`config.mk`:
```
export PLATFORM = sky130hd
export DESIGN_NAME = taylor_sine_degrees
export DESIGN_NICKNAME = d
export VERILOG_FILES = /design/src/sv/tsd_pkg.sv /design/src/sv/taylor_sine_degrees.sv
export SDC_FILE = /design/constraint.sdc
export NUM_CORES = 2
export LEC_CHECK = 0
export BUFFER_PORTS_ARGS = -buffer_cell sky130_fd_sc_hd__buf_2
export CORE_ASPECT_RATIO = 0.6
export CORE_MARGIN = 2
export CORE_UTILIZATION = 31
export CTS_CLUSTER_DIAMETER = 80
export DETAILED_ROUTE_END_ITERATION = 10
export HOLD_SLACK_MARGIN = 0.02
export SLEW_MARGIN = 20
export SYNTH_ARGS = -nofsm -noshare
export SYNTH_HDL_FRONTEND = slang
export SYNTH_SLANG_ARGS = --single-unit
export TNS_END_PERCENT = 50
```
`constraint.sdc`:
```
create_clock -name aclk -period 10.8 [get_ports aclk]
set_clock_uncertainty 0.2 [all_clocks]
set_input_delay 0 -clock aclk [delete_from_list [all_inputs] [get_ports aclk]]
set_output_delay 0 -clock aclk [all_outputs]
set_load 0.03 [all_outputs]
```
`src/sv/tsd_pkg.sv`:
```
// Shared constants, microcode word layout and microcode ROM of the degree-input sine block.
package tsd_pkg;

    localparam int MAX_TERM_PAIRS = 32;
    localparam int RECIP_DEPTH    = 2 * MAX_TERM_PAIRS;
    localparam int UPC_W          = 6;
    localparam int RC_W           = 7;

    localparam logic [5:0]  TERM_PAIRS_RESET = 6'd8;
    localparam logic [30:0] DEG_TO_RAD_Q36   = 31'd1199381129;
    localparam logic [34:0] TWO_PI_Q32       = 35'h6_487E_D511;
    localparam logic [63:0] ONE_Q32          = 64'h1_0000_0000;

    // floor(2^16 / (2*pi)): the radian magnitude shifted down by 24 bits times this,
    // shifted down by another 24 bits, never overestimates the number of whole turns
    // and falls short by at most one.
    localparam logic [13:0] TURN_RECIP_Q24   = 14'd10430;

    // Reciprocals floor(2^32 / (2n(2n+1))) for n = 1 .. RECIP_DEPTH.
    localparam logic [31:0] RECIP_ROM [RECIP_DEPTH] = '{
        32'(ONE_Q32 / 64'd6),     32'(ONE_Q32 / 64'd20),    32'(ONE_Q32 / 64'd42),
        32'(ONE_Q32 / 64'd72),    32'(ONE_Q32 / 64'd110),   32'(ONE_Q32 / 64'd156),
        32'(ONE_Q32 / 64'd210),   32'(ONE_Q32 / 64'd272),   32'(ONE_Q32 / 64'd342),
        32'(ONE_Q32 / 64'd420),   32'(ONE_Q32 / 64'd506),   32'(ONE_Q32 / 64'd600),
        32'(ONE_Q32 / 64'd702),   32'(ONE_Q32 / 64'd812),   32'(ONE_Q32 / 64'd930),
        32'(ONE_Q32 / 64'd1056),  32'(ONE_Q32 / 64'd1190),  32'(ONE_Q32 / 64'd1332),
        32'(ONE_Q32 / 64'd1482),  32'(ONE_Q32 / 64'd1640),  32'(ONE_Q32 / 64'd1806),
        32'(ONE_Q32 / 64'd1980),  32'(ONE_Q32 / 64'd2162),  32'(ONE_Q32 / 64'd2352),
        32'(ONE_Q32 / 64'd2550),  32'(ONE_Q32 / 64'd2756),  32'(ONE_Q32 / 64'd2970),
        32'(ONE_Q32 / 64'd3192),  32'(ONE_Q32 / 64'd3422),  32'(ONE_Q32 / 64'd3660),
        32'(ONE_Q32 / 64'd3906),  32'(ONE_Q32 / 64'd4160),  32'(ONE_Q32 / 64'd4422),
        32'(ONE_Q32 / 64'd4692),  32'(ONE_Q32 / 64'd4970),  32'(ONE_Q32 / 64'd5256),
        32'(ONE_Q32 / 64'd5550),  32'(ONE_Q32 / 64'd5852),  32'(ONE_Q32 / 64'd6162),
        32'(ONE_Q32 / 64'd6480),  32'(ONE_Q32 / 64'd6806),  32'(ONE_Q32 / 64'd7140),
        32'(ONE_Q32 / 64'd7482),  32'(ONE_Q32 / 64'd7832),  32'(ONE_Q32 / 64'd8190),
        32'(ONE_Q32 / 64'd8556),  32'(ONE_Q32 / 64'd8930),  32'(ONE_Q32 / 64'd9312),
        32'(ONE_Q32 / 64'd9702),  32'(ONE_Q32 / 64'd10100), 32'(ONE_Q32 / 64'd10506),
        32'(ONE_Q32 / 64'd10920), 32'(ONE_Q32 / 64'd11342), 32'(ONE_Q32 / 64'd11772),
        32'(ONE_Q32 / 64'd12210), 32'(ONE_Q32 / 64'd12656), 32'(ONE_Q32 / 64'd13110),
        32'(ONE_Q32 / 64'd13572), 32'(ONE_Q32 / 64'd14042), 32'(ONE_Q32 / 64'd14520),
        32'(ONE_Q32 / 64'd15006), 32'(ONE_Q32 / 64'd15500), 32'(ONE_Q32 / 64'd16002),
        32'(ONE_Q32 / 64'd16512)
    };

    typedef enum logic [3:0] {
        A_NOP,
        A_RAD,
        A_DIV,
        A_FIX,
        A_WX2,
        A_ADD,
        A_WP,
        A_SUB,
        A_NEWT,
        A_RND,
        A_OUT
    } act_t;

    typedef enum logic [1:0] {
        J_NEXT,
        J_ALWAYS,
        J_DONE
    } jcond_t;

    typedef struct packed {
        act_t             act;
        logic             mul;
        logic             a_hi;
        logic             b_hi;
        logic             clr;
        jcond_t           jc;
        logic [UPC_W-1:0] target;
    } uword_t;

    localparam logic [UPC_W-1:0] UPC_FIX = 6'd4;
    localparam logic [UPC_W-1:0] UPC_CHK = 6'd11;
    localparam logic [UPC_W-1:0] UPC_RND = 6'd33;
    localparam logic [UPC_W-1:0] UPC_OUT = 6'd34;

    function automatic uword_t uw_act(act_t act, jcond_t jc, logic [UPC_W-1:0] target);
        uword_t w;
        w        = '0;
        w.act    = act;
        w.jc     = jc;
        w.target = target;
        return w;
    endfunction

    function automatic uword_t uw_mul(logic a_hi, logic b_hi, logic clr);
        uword_t w;
        w      = '0;
        w.act  = A_NOP;
        w.jc   = J_NEXT;
        w.mul  = 1'b1;
        w.a_hi = a_hi;
        w.b_hi = b_hi;
        w.clr  = clr;
        return w;
    endfunction

    // Each multiply issues one 32x32 partial product per step; the partial product is
    // registered before it is added into the sum, hence the idle step after each.
    function automatic uword_t ucode_rom(logic [UPC_W-1:0] upc);
        uword_t w;
        unique case (upc)
            6'd0:  w = uw_mul(1'b0, 1'b0, 1'b1);
            6'd1:  w = uw_act(A_NOP, J_NEXT, '0);
            6'd2:  w = uw_act(A_RAD, J_NEXT, '0);
            6'd3:  w = uw_act(A_DIV, J_NEXT, '0);
            6'd4:  w = uw_act(A_FIX, J_NEXT, '0);
            6'd5:  w = uw_mul(1'b0, 1'b0, 1'b1);
            6'd6:  w = uw_mul(1'b0, 1'b1, 1'b0);
            6'd7:  w = uw_mul(1'b1, 1'b0, 1'b0);
            6'd8:  w = uw_mul(1'b1, 1'b1, 1'b0);
            6'd9:  w = uw_act(A_NOP, J_NEXT, '0);
            6'd10: w = uw_act(A_WX2, J_NEXT, '0);
            6'd11: w = uw_act(A_NOP, J_DONE, UPC_RND);
            6'd12: w = uw_act(A_ADD, J_NEXT, '0);
            6'd13: w = uw_mul(1'b0, 1'b0, 1'b1);
            6'd14: w = uw_mul(1'b0, 1'b1, 1'b0);
            6'd15: w = uw_mul(1'b1, 1'b0, 1'b0);
            6'd16: w = uw_mul(1'b1, 1'b1, 1'b0);
            6'd17: w = uw_act(A_NOP, J_NEXT, '0);
            6'd18: w = uw_act(A_WP, J_NEXT, '0);
            6'd19: w = uw_mul(1'b0, 1'b0, 1'b1);
            6'd20: w = uw_mul(1'b1, 1'b0, 1'b0);
            6'd21: w = uw_act(A_NOP, J_NEXT, '0);
            6'd22: w = uw_act(A_SUB, J_NEXT, '0);
            6'd23: w = uw_mul(1'b0, 1'b0, 1'b1);
            6'd24: w = uw_mul(1'b0, 1'b1, 1'b0);
            6'd25: w = uw_mul(1'b1, 1'b0, 1'b0);
            6'd26: w = uw_mul(1'b1, 1'b1, 1'b0);
            6'd27: w = uw_act(A_NOP, J_NEXT, '0);
            6'd28: w = uw_act(A_WP, J_NEXT, '0);
            6'd29: w = uw_mul(1'b0, 1'b0, 1'b1);
            6'd30: w = uw_mul(1'b1, 1'b0, 1'b0);
            6'd31: w = uw_act(A_NOP, J_NEXT, '0);
            6'd32: w = uw_act(A_NEWT, J_ALWAYS, UPC_CHK);
            6'd33: w = uw_act(A_RND, J_NEXT, '0);
            6'd34: w = uw_act(A_OUT, J_NEXT, '0);
            default: w = uw_act(A_NOP, J_NEXT, '0);
        endcase
        return w;
    endfunction

endpackage

```
`src/sv/taylor_sine_degrees.sv`:
```
// Top level: microcoded Taylor-series sine of an angle given in degrees.
//
//  Channel  | Direction | Payload
//  ---------+-----------+------------------------------------------------------
//  s_       | in        | tdata[31:0] angle_degrees (signed Q16.16)
//  m_       | out       | tdata[31:0] sine_value (signed Q8.24); tuser[0] saturated
//  cfg_     | in        | data[5:0] term_pairs
//
// One angle at a time: the sequencer runs term_pairs series pairs, clamped to 32,
// on the shared 32x32 multiplier, where each series term costs six partial products
// plus write-back steps.
// Reset is synchronous and active low; term_pairs returns to 8.
// A new angle is taken while a finished result still waits; the sequencer holds
// at its output step only if the previous result has not been taken yet.
module taylor_sine_degrees
    import tsd_pkg::*;
(
    input  logic               aclk,
    input  logic               aresetn,
    input  logic               s_tvalid,
    output logic               s_tready,
    input  logic signed [31:0] s_tdata,   // [31:0] angle_degrees
    output logic               m_tvalid,
    input  logic               m_tready,
    output logic signed [31:0] m_tdata,   // [31:0] sine_value
    output logic [0:0]         m_tuser,   // [0] saturated
    input  logic               cfg_valid,
    output logic               cfg_ready,
    input  logic [5:0]         cfg_data
);

    // Control state.
    logic             busy_reg, busy_next;
    logic [UPC_W-1:0] upc_reg, upc_next;
    logic             m_tvalid_reg, m_tvalid_next;
    logic [5:0]       term_pairs_reg, term_pairs_next;
    logic             pp_vld_reg, pp_vld_next;

    // Datapath.
    logic               neg_reg, neg_next;
    logic [47:0]        opa_reg, opa_next;
    logic [47:0]        opb_reg, opb_next;
    logic [63:0]        pp_reg, pp_next;
    logic [1:0]         pp_sh_reg, pp_sh_next;
    logic               pp_clr_reg, pp_clr_next;
    logic [79:0]        acc_reg, acc_next;
    logic [42:0]        rad_reg, rad_next;
    logic               rad_nz_reg, rad_nz_next;
    logic [6:0]         quo_reg, quo_next;
    logic [47:0]        x2_reg, x2_next;
    logic [47:0]        term_reg, term_next;
    logic signed [47:0] sum_reg, sum_next;
    logic [RC_W-1:0]    rc_reg, rc_next;
    logic [39:0]        smag_reg, smag_next;
    logic               fneg_reg, fneg_next;
    logic [31:0]        out_data_reg, out_data_next;
    logic               out_sat_reg, out_sat_next;

    uword_t      uw;
    logic        s_xfer;
    logic        out_free;
    logic        step;
    logic [31:0] ang_u;
    logic [31:0] ang_mag;
    logic [31:0] mul_a;
    logic [31:0] mul_b;
    logic [79:0] pp_ext;
    logic [47:0] res;
    logic [62:0] rad_rnd;
    logic [32:0] turn_est;
    logic [42:0] turn_sub;
    logic [42:0] rad_red;
    logic [34:0] x_fix;
    logic [5:0]  pairs;
    logic        done;
    logic [47:0] sum_abs;
    logic [47:0] sum_rnd;

    assign s_tready  = !busy_reg;
    assign cfg_ready = 1'b1;
    assign m_tvalid  = m_tvalid_reg;
    assign m_tdata   = $signed(out_data_reg);
    assign m_tuser   = out_sat_reg;

    always_comb begin
        uw       = ucode_rom(upc_reg);
        s_xfer   = s_tvalid && s_tready;
        out_free = !m_tvalid_reg || m_tready;
        step     = busy_reg && !((uw.act == A_OUT) && !out_free);

        ang_u   = s_tdata;
        ang_mag = ang_u[31] ? (32'd0 - ang_u) : ang_u;

        mul_a = uw.a_hi ? {16'b0, opa_reg[47:32]} : opa_reg[31:0];
        mul_b = uw.b_hi ? {16'b0, opb_reg[47:32]} : opb_reg[31:0];

        case (pp_sh_reg)
            2'd0:    pp_ext = {16'b0, pp_reg};
            2'd1:    pp_ext = {pp_reg[47:0], 32'b0};
            default: pp_ext = {pp_reg[15:0], 64'b0};
        endcase

        res      = acc_reg[79:32];
        rad_rnd  = acc_reg[62:0] + 63'd524288;
        // Whole-turn estimate from the unrounded radian product; it is low by at most one.
        turn_est = {14'b0, acc_reg[62:44]} * {19'b0, TURN_RECIP_Q24};
        turn_sub = {36'b0, quo_reg} * {8'b0, TWO_PI_Q32};
        rad_red  = (rad_reg >= {8'b0, TWO_PI_Q32}) ? (rad_reg - {8'b0, TWO_PI_Q32})
                                                   : rad_reg;
        // An exact multiple of a whole turn lands on 2*pi, not on zero.
        x_fix   = ((rad_red == 43'd0) && rad_nz_reg) ? TWO_PI_Q32 : rad_red[34:0];
        pairs   = (term_pairs_reg > 6'(MAX_TERM_PAIRS)) ? 6'(MAX_TERM_PAIRS)
                                                        : term_pairs_reg;
        done    = (rc_reg[RC_W-1:1] == pairs);
        sum_abs = sum_reg[47] ? (48'd0 - $unsigned(sum_reg)) : $unsigned(sum_reg);
        sum_rnd = sum_abs + 48'd128;

        busy_next       = busy_reg;
        upc_next        = upc_reg;
        m_tvalid_next   = m_tvalid_reg && !m_tready;
        term_pairs_next = term_pairs_reg;
        pp_vld_next     = step && uw.mul;
        neg_next        = neg_reg;
        opa_next        = opa_reg;
        opb_next        = opb_reg;
        pp_next         = mul_a * mul_b;
        pp_sh_next      = {1'b0, uw.a_hi} + {1'b0, uw.b_hi};
        pp_clr_next     = uw.clr;
        acc_next        = acc_reg;
        rad_next        = rad_reg;
        rad_nz_next     = rad_nz_reg;
        quo_next        = quo_reg;
        x2_next         = x2_reg;
        term_next       = term_reg;
        sum_next        = sum_reg;
        rc_next         = rc_reg;
        smag_next       = smag_reg;
        fneg_next       = fneg_reg;
        out_data_next   = out_data_reg;
        out_sat_next    = out_sat_reg;

        if (cfg_valid && cfg_ready) begin
            term_pairs_next = cfg_data;
        end

        if (pp_vld_reg) begin
            acc_next = (pp_clr_reg ? 80'd0 : acc_reg) + pp_ext;
        end

        if (s_xfer) begin
            busy_next = 1'b1;
            upc_next  = '0;
            neg_next  = ang_u[31];
            opa_next  = {16'b0, ang_mag};
            opb_next  = {17'b0, DEG_TO_RAD_Q36};
        end

        if (step) begin
            unique case (uw.jc)
                J_NEXT:   upc_next = upc_reg + 1'b1;
                J_ALWAYS: upc_next = uw.target;
                J_DONE:   upc_next = done ? uw.target : upc_reg + 1'b1;
                default:  upc_next = upc_reg + 1'b1;
            endcase

            unique case (uw.act)
                A_NOP: begin
                end
                A_RAD: begin
                    rad_next    = rad_rnd[62:20];
                    rad_nz_next = (rad_rnd[62:20] != 43'd0);
                    quo_next    = turn_est[30:24];
                end
                A_DIV: begin
                    // Takes off the estimated whole turns; the fix step removes the last one.
                    rad_next = rad_reg - turn_sub;
                end
                A_FIX: begin
                    term_next = {13'b0, x_fix};
                    opa_next  = {13'b0, x_fix};
                    opb_next  = {13'b0, x_fix};
                    sum_next  = '0;
                    rc_next   = '0;
                end
                A_WX2: begin
                    x2_next = res;
                end
                A_ADD: begin
                    sum_next = sum_reg + $signed(term_reg);
                    opa_next = term_reg;
                    opb_next = x2_reg;
                end
                A_WP: begin
                    opa_next = res;
                    opb_next = {16'b0, RECIP_ROM[rc_reg[5:0]]};
                end
                A_SUB: begin
                    term_next = res;
                    sum_next  = sum_reg - $signed(res);
                    rc_next   = rc_reg + 1'b1;
                    opa_next  = res;
                    opb_next  = x2_reg;
                end
                A_NEWT: begin
                    term_next = res;
                    rc_next   = rc_reg + 1'b1;
                end
                A_RND: begin
                    smag_next = sum_rnd[47:8];
                    fneg_next = (sum_reg[47] ^ neg_reg) && (sum_reg != 48'sd0);
                end
                A_OUT: begin
                    if (fneg_reg) begin
                        out_sat_next  = (smag_reg > 40'h00_8000_0000);
                        out_data_next = out_sat_next ? 32'h8000_0000
                                                     : (32'd0 - smag_reg[31:0]);
                    end else begin
                        out_sat_next  = (smag_reg > 40'h00_7FFF_FFFF);
                        out_data_next = out_sat_next ? 32'h7FFF_FFFF : smag_reg[31:0];
                    end
                    m_tvalid_next = 1'b1;
                    busy_next     = 1'b0;
                    upc_next      = '0;
                end
                default: begin
                end
            endcase
        end
    end

    always_ff @(posedge aclk) begin
        if (!aresetn) begin
            busy_reg       <= 1'b0;
            upc_reg        <= '0;
            m_tvalid_reg   <= 1'b0;
            term_pairs_reg <= TERM_PAIRS_RESET;
            pp_vld_reg     <= 1'b0;
        end else begin
            busy_reg       <= busy_next;
            upc_reg        <= upc_next;
            m_tvalid_reg   <= m_tvalid_next;
            term_pairs_reg <= term_pairs_next;
            pp_vld_reg     <= pp_vld_next;
        end
    end

    always_ff @(posedge aclk) begin
        neg_reg      <= neg_next;
        opa_reg      <= opa_next;
        opb_reg      <= opb_next;
        pp_reg       <= pp_next;
        pp_sh_reg    <= pp_sh_next;
        pp_clr_reg   <= pp_clr_next;
        acc_reg      <= acc_next;
        rad_reg      <= rad_next;
        rad_nz_reg   <= rad_nz_next;
        quo_reg      <= quo_next;
        x2_reg       <= x2_next;
        term_reg     <= term_next;
        sum_reg      <= sum_next;
        rc_reg       <= rc_next;
        smag_reg     <= smag_next;
        fneg_reg     <= fneg_next;
        out_data_reg <= out_data_next;
        out_sat_reg  <= out_sat_next;
    end

    // A transfer always starts the program at its first step.
    a_start: assert property (@(posedge aclk) disable iff (!aresetn)
        (s_tvalid && s_tready) |=> (busy_reg && (upc_reg == '0)))
        else $error("sequencer did not start at step zero after an input transfer");

    // Turn reduction leaves the radian magnitude below two whole turns.
    a_reduced: assert property (@(posedge aclk) disable iff (!aresetn)
        (busy_reg && (upc_reg == UPC_FIX)) |-> (rad_reg < {7'b0, TWO_PI_Q32, 1'b0}))
        else $error("angle reduction left a value of two turns or more");

    // The term counter never runs past the reciprocal table.
    a_rc_bound: assert property (@(posedge aclk) disable iff (!aresetn)
        (busy_reg && (upc_reg >= UPC_CHK)) |-> (rc_reg <= RC_W'(RECIP_DEPTH)))
        else $error("term counter ran past the reciprocal table");

    // A result still waiting holds the sequencer at its output step.
    a_out_hold: assert property (@(posedge aclk) disable iff (!aresetn)
        (busy_reg && (upc_reg == UPC_OUT) && m_tvalid && !m_tready)
        |=> (busy_reg && (upc_reg == UPC_OUT)))
        else $error("pending result was overwritten");

endmodule

```
==> insert_results.sql <==
INSERT INTO impl_metrics (metric_group, metric, value, unit) VALUES
('setup_path', 'path_buf_inv', '4', ''),
('placement', 'dpl.hpwl', '257000', 'µm'),
('clocking', 'cts_inserted_buffers', '55', ''),
('clocking', 'cts-hold-fix-buffers', '84', ''),
('outcome', 'status', 'finished clean', ''),
('synthesis', 'synth.yosys.seq_area_share', '18.4', '%'),
('setup_path', 'worst_setup_path_start_kind', 'flip-flop', ''),
('drt', 'remaining_drc_errors', '0', ''),
('layout', 'final_net_count', '10704', ''),
('setup_path', 'timing.critical_path.required', '11190', 'ps'),
('drt', 'drt_iter0_drc', '9738', ''),
('sta', 'slew_headroom', '17.0', '%'),
('layout', 'synthToLayoutAreaGrowth', '9.57', '%'),
('synthesis', 'syn-cell-area', '78700', 'µm²'),
('synthesis', 'fraction_of_synthesis_flops_using_an_asynchronous_set_or_reset_pin', '0', '%'),
('clocking', 'cts.path.max_buffers', '3', ''),
('clocking', 'cts.repair.resized', '0', ''),
('grt', 'grt_pass1_vias', '65158', ''),
('layout', 'leading_cell_types_in_the_layout_fill_and_taps_excluded', '1,273 x inv_1, 1,081 x nor2_1, 1,064 x fa_1, 848 x nand2_1, 646 x ha_1', ''),
('synthesis', 'post_synth_inst_count', '8971', ''),
('hold_path', 'hp-class', 'input pin to flip-flop', ''),
('sta', 'report.final.hold_viol_count', '0', ''),
('synthesis', 'synth_area_per_cell', '8.77', 'µm²'),
('drt', 'totalWireLength', '313000', 'µm'),
('drt', 'drt-vias-per-instance', '5.45', ''),
('setup_path', 'regToRegStartpoint', 'uw[9]', ''),
('sta', 'period_needed', '10190', 'ps'),
('synthesis', 'synth_enable_flop_cells', '357', ''),
('synthesis', 'ys.warnings.count', '0', ''),
('placement', 'place_congestion', '1.06', ''),
('drt', 'vias', '67577', ''),
('floorplan', 'chipWidth', '654', 'µm'),
('placement', 'dpl-instance-area', '83400', 'µm²'),
('setup_path', 'r2r_slack', '610', 'ps'),
('grt', 'grt_antenna_before_repair', '30', ''),
('clocking', 'clock-sinks', '546', ''),
('layout', 'mostFrequentLayoutCell', 'inv_1', ''),
('grt', 'wire_length_of_the_first_global_routing_pass', '457000', 'µm'),
('synthesis', 'synth-seq-cells', '546', ''),
('setup_path', 'critical_path_class', 'flip-flop to flip-flop', ''),
('setup_path', 'critical_path.endpoint_type', 'flip-flop', ''),
('hold_path', 'worst_hold_startpoint', 'aresetn', ''),
('clocking', 'worst_skew_pair_later_pin_latency', '690', 'ps'),
('setup_path', 'worst-endpoint-arrival', '10580', 'ps'),
('sta', 'report.final.slew_viol_count', '0', ''),
('hold_path', 'worstHoldEndpoint', 'upc_reg[1]', ''),
('grt', 'grt.overflow.total', '0', ''),
('floorplan', 'core.rowCount', '143', ''),
('setup_path', 'cpMostUsedCell', 'fa_1', ''),
('sta', 'report.final.setup_viol', '0', ''),
('floorplan', 'dieArea', '258000', 'µm²'),
('drt', 'avgRoutedWirePerCell', '25.2', 'µm'),
('floorplan', 'initial_standard_cell_utilization_of_the_core', '31.1', '%'),
('setup_path', 'critical-path-slowest-cell', 'dfxtp_4', ''),
('hold_path', 'hold-path-cell-count', '3', ''),
('sta', 'tightestPinTransition', '1230', 'ps'),
('sta', 'rsz_0062_raised_after_global_routing', 'false', ''),
('layout', 'post_route_cells_drive_above_1_share', '6.27', '%'),
('floorplan', 'fp.dieH', '394', 'µm'),
('clocking', 'htree_num_levels', '2', ''),
('floorplan', 'pin_count', '79', ''),
('grt', 'grt_max_degree', '77', ''),
('clocking', 'library_cell_used_as_clock_root_buffer', 'clkbuf_16', ''),
('floorplan', 'placeableCoreArea', '253000', 'µm²'),
('synthesis', 'synth-main-ff-cell', 'edfxtp_1', ''),
('grt', 'groute.usage.overall', '23.9', '%'),
('clocking', 'postCtsSetupBuffers', '0', ''),
('drt', 'firstDrtPassIters', '8', ''),
('clocking', 'cts_tree', 'yes', ''),
('setup_path', 'critical-path-max-stage-delay', '870', 'ps'),
('setup_path', 'r2r.worst_path.cells', '27', '');
-- kinds of logic after synthesis --
| logic type | Yosys count | synth area share, % |
|---|---|---|
| XOR/XNOR | 454 | 5.05 |
| other | 1 | 0.00477 |
| AND/OR/NAND/NOR | 2832 | 16.3 |
| AO/OA/AOI/OAI | 1575 | 12.9 |
| flip-flops | 546 | 18.4 |
| adder cells (fa/ha/maj) | 1710 | 37.3 |
| multiplexers | 116 | 1.57 |
| buffers and inverters | 1737 | 8.46 |
-- worst register-to-register path, cell delays in order, from the launching register on --
cell	delay, ps
dfxtp_4	870
buf_4	440
nand2b_1	460
buf_4	420
nor2_1	140
fa_1	550
inv_1	50
fa_1	470
inv_1	60
fa_1	500
fa_1	590
fa_1	460
fa_1	630
fa_1	520
fa_1	460
ha_1	460
a21oi_1	130
o21ai_0	450
nor2b_1	120
a211oi_1	300
o21ai_0	130
a41oi_1	380
a211oi_1	270
o21bai_1	320
a21bo_2	200
a21o_1	140
nand3_1	80
a211oi_1	280
-- routing by layer --
metal  track usage, %  routed length, µm  vias to the layer above
li1                 -                  -                    29426
met1             36.8             142000                    33529
met2             30.2             113000                     4159
met3             9.86              48600                      443
met4             4.95               8390                       20
met5            0.816                412                        -
-- area by class of cell --
type / count / area [µm²]
Tap cell: 3407 / 4260
Fill cell: 25957 / 167000
Timing Repair Buffer: 383 / 2910
Clock buffer: 73 / 1570
Inverter: 1277 / 4790
Antenna cell: 5 / 12.5
Multi-Input combinational cell: 6688 / 57800
Sequential cell: 546 / 14500
Clock inverter: 31 / 343
-- worst max-delay path by stage --
stage	startpoint	to	cells after the start
5_1_grt	uw[9]	pp_reg[60]	26
6_report	uw[9]	pp_reg[63]	27
3_3_place_gp	uw[10]	pp_reg[60]	27
3_5_place_dp	uw[9]	pp_reg[60]	26
2_1_floorplan	uw[9]	pp_reg[60]	30
4_1_cts	uw[9]	pp_reg[60]	27
-- cells in the mapped netlist (16+ instances only) --
library cell,instances,area share (%)
nor3_1,117,0.74
a211oi_1,53,0.51
o211ai_1,47,0.45
and3_1,50,0.40
a221oi_1,37,0.41
fa_1,1064,27
or4_1,18,0.17
o21ai_0,403,2.6
nor2b_1,165,1.3
mux2_2,28,0.40
or3_1,42,0.33
ha_1,646,10
buf_1,42,0.20
edfxtp_1,357,14
and2_1,73,0.58
xor2_1,197,2.2
nor2_1,1084,5.2
inv_1,1274,6.1
o31ai_1,44,0.42
o21bai_1,26,0.25
or2_2,24,0.19
a22o_1,33,0.37
a31oi_1,51,0.41
clkbuf_1,392,1.9
nand3_1,135,0.86
a21o_1,171,1.6
o22ai_1,20,0.16
a22oi_1,40,0.38
mux2i_1,81,1.0
a21boi_0,19,0.18
and4_1,19,0.21
xnor2_1,257,2.9
nand4_1,58,0.46
o41ai_1,16,0.18
nand2_1,851,4.1
nand2b_1,96,0.76
o21a_1,44,0.42
a21oi_1,395,2.5
nor4_1,36,0.29
dfxtp_1,189,4.8
o311ai_0,19,0.21
-- metrics by stage --
step	std cells	hold WS, ps	worst slack (ps)	util (%)
floorplan	8971	-101	1580	-
finish	12410	118	614	34.1
global route	12405	102	470	34.1
CTS	12403	73.6	954	34.1
detailed placement	12215	34.9	961	33.0
global placement	12215	29.5	1050	33.0
Power is not shown: default switching activity piles up to over one toggle a cycle in this logic, so the estimate is an artifact.
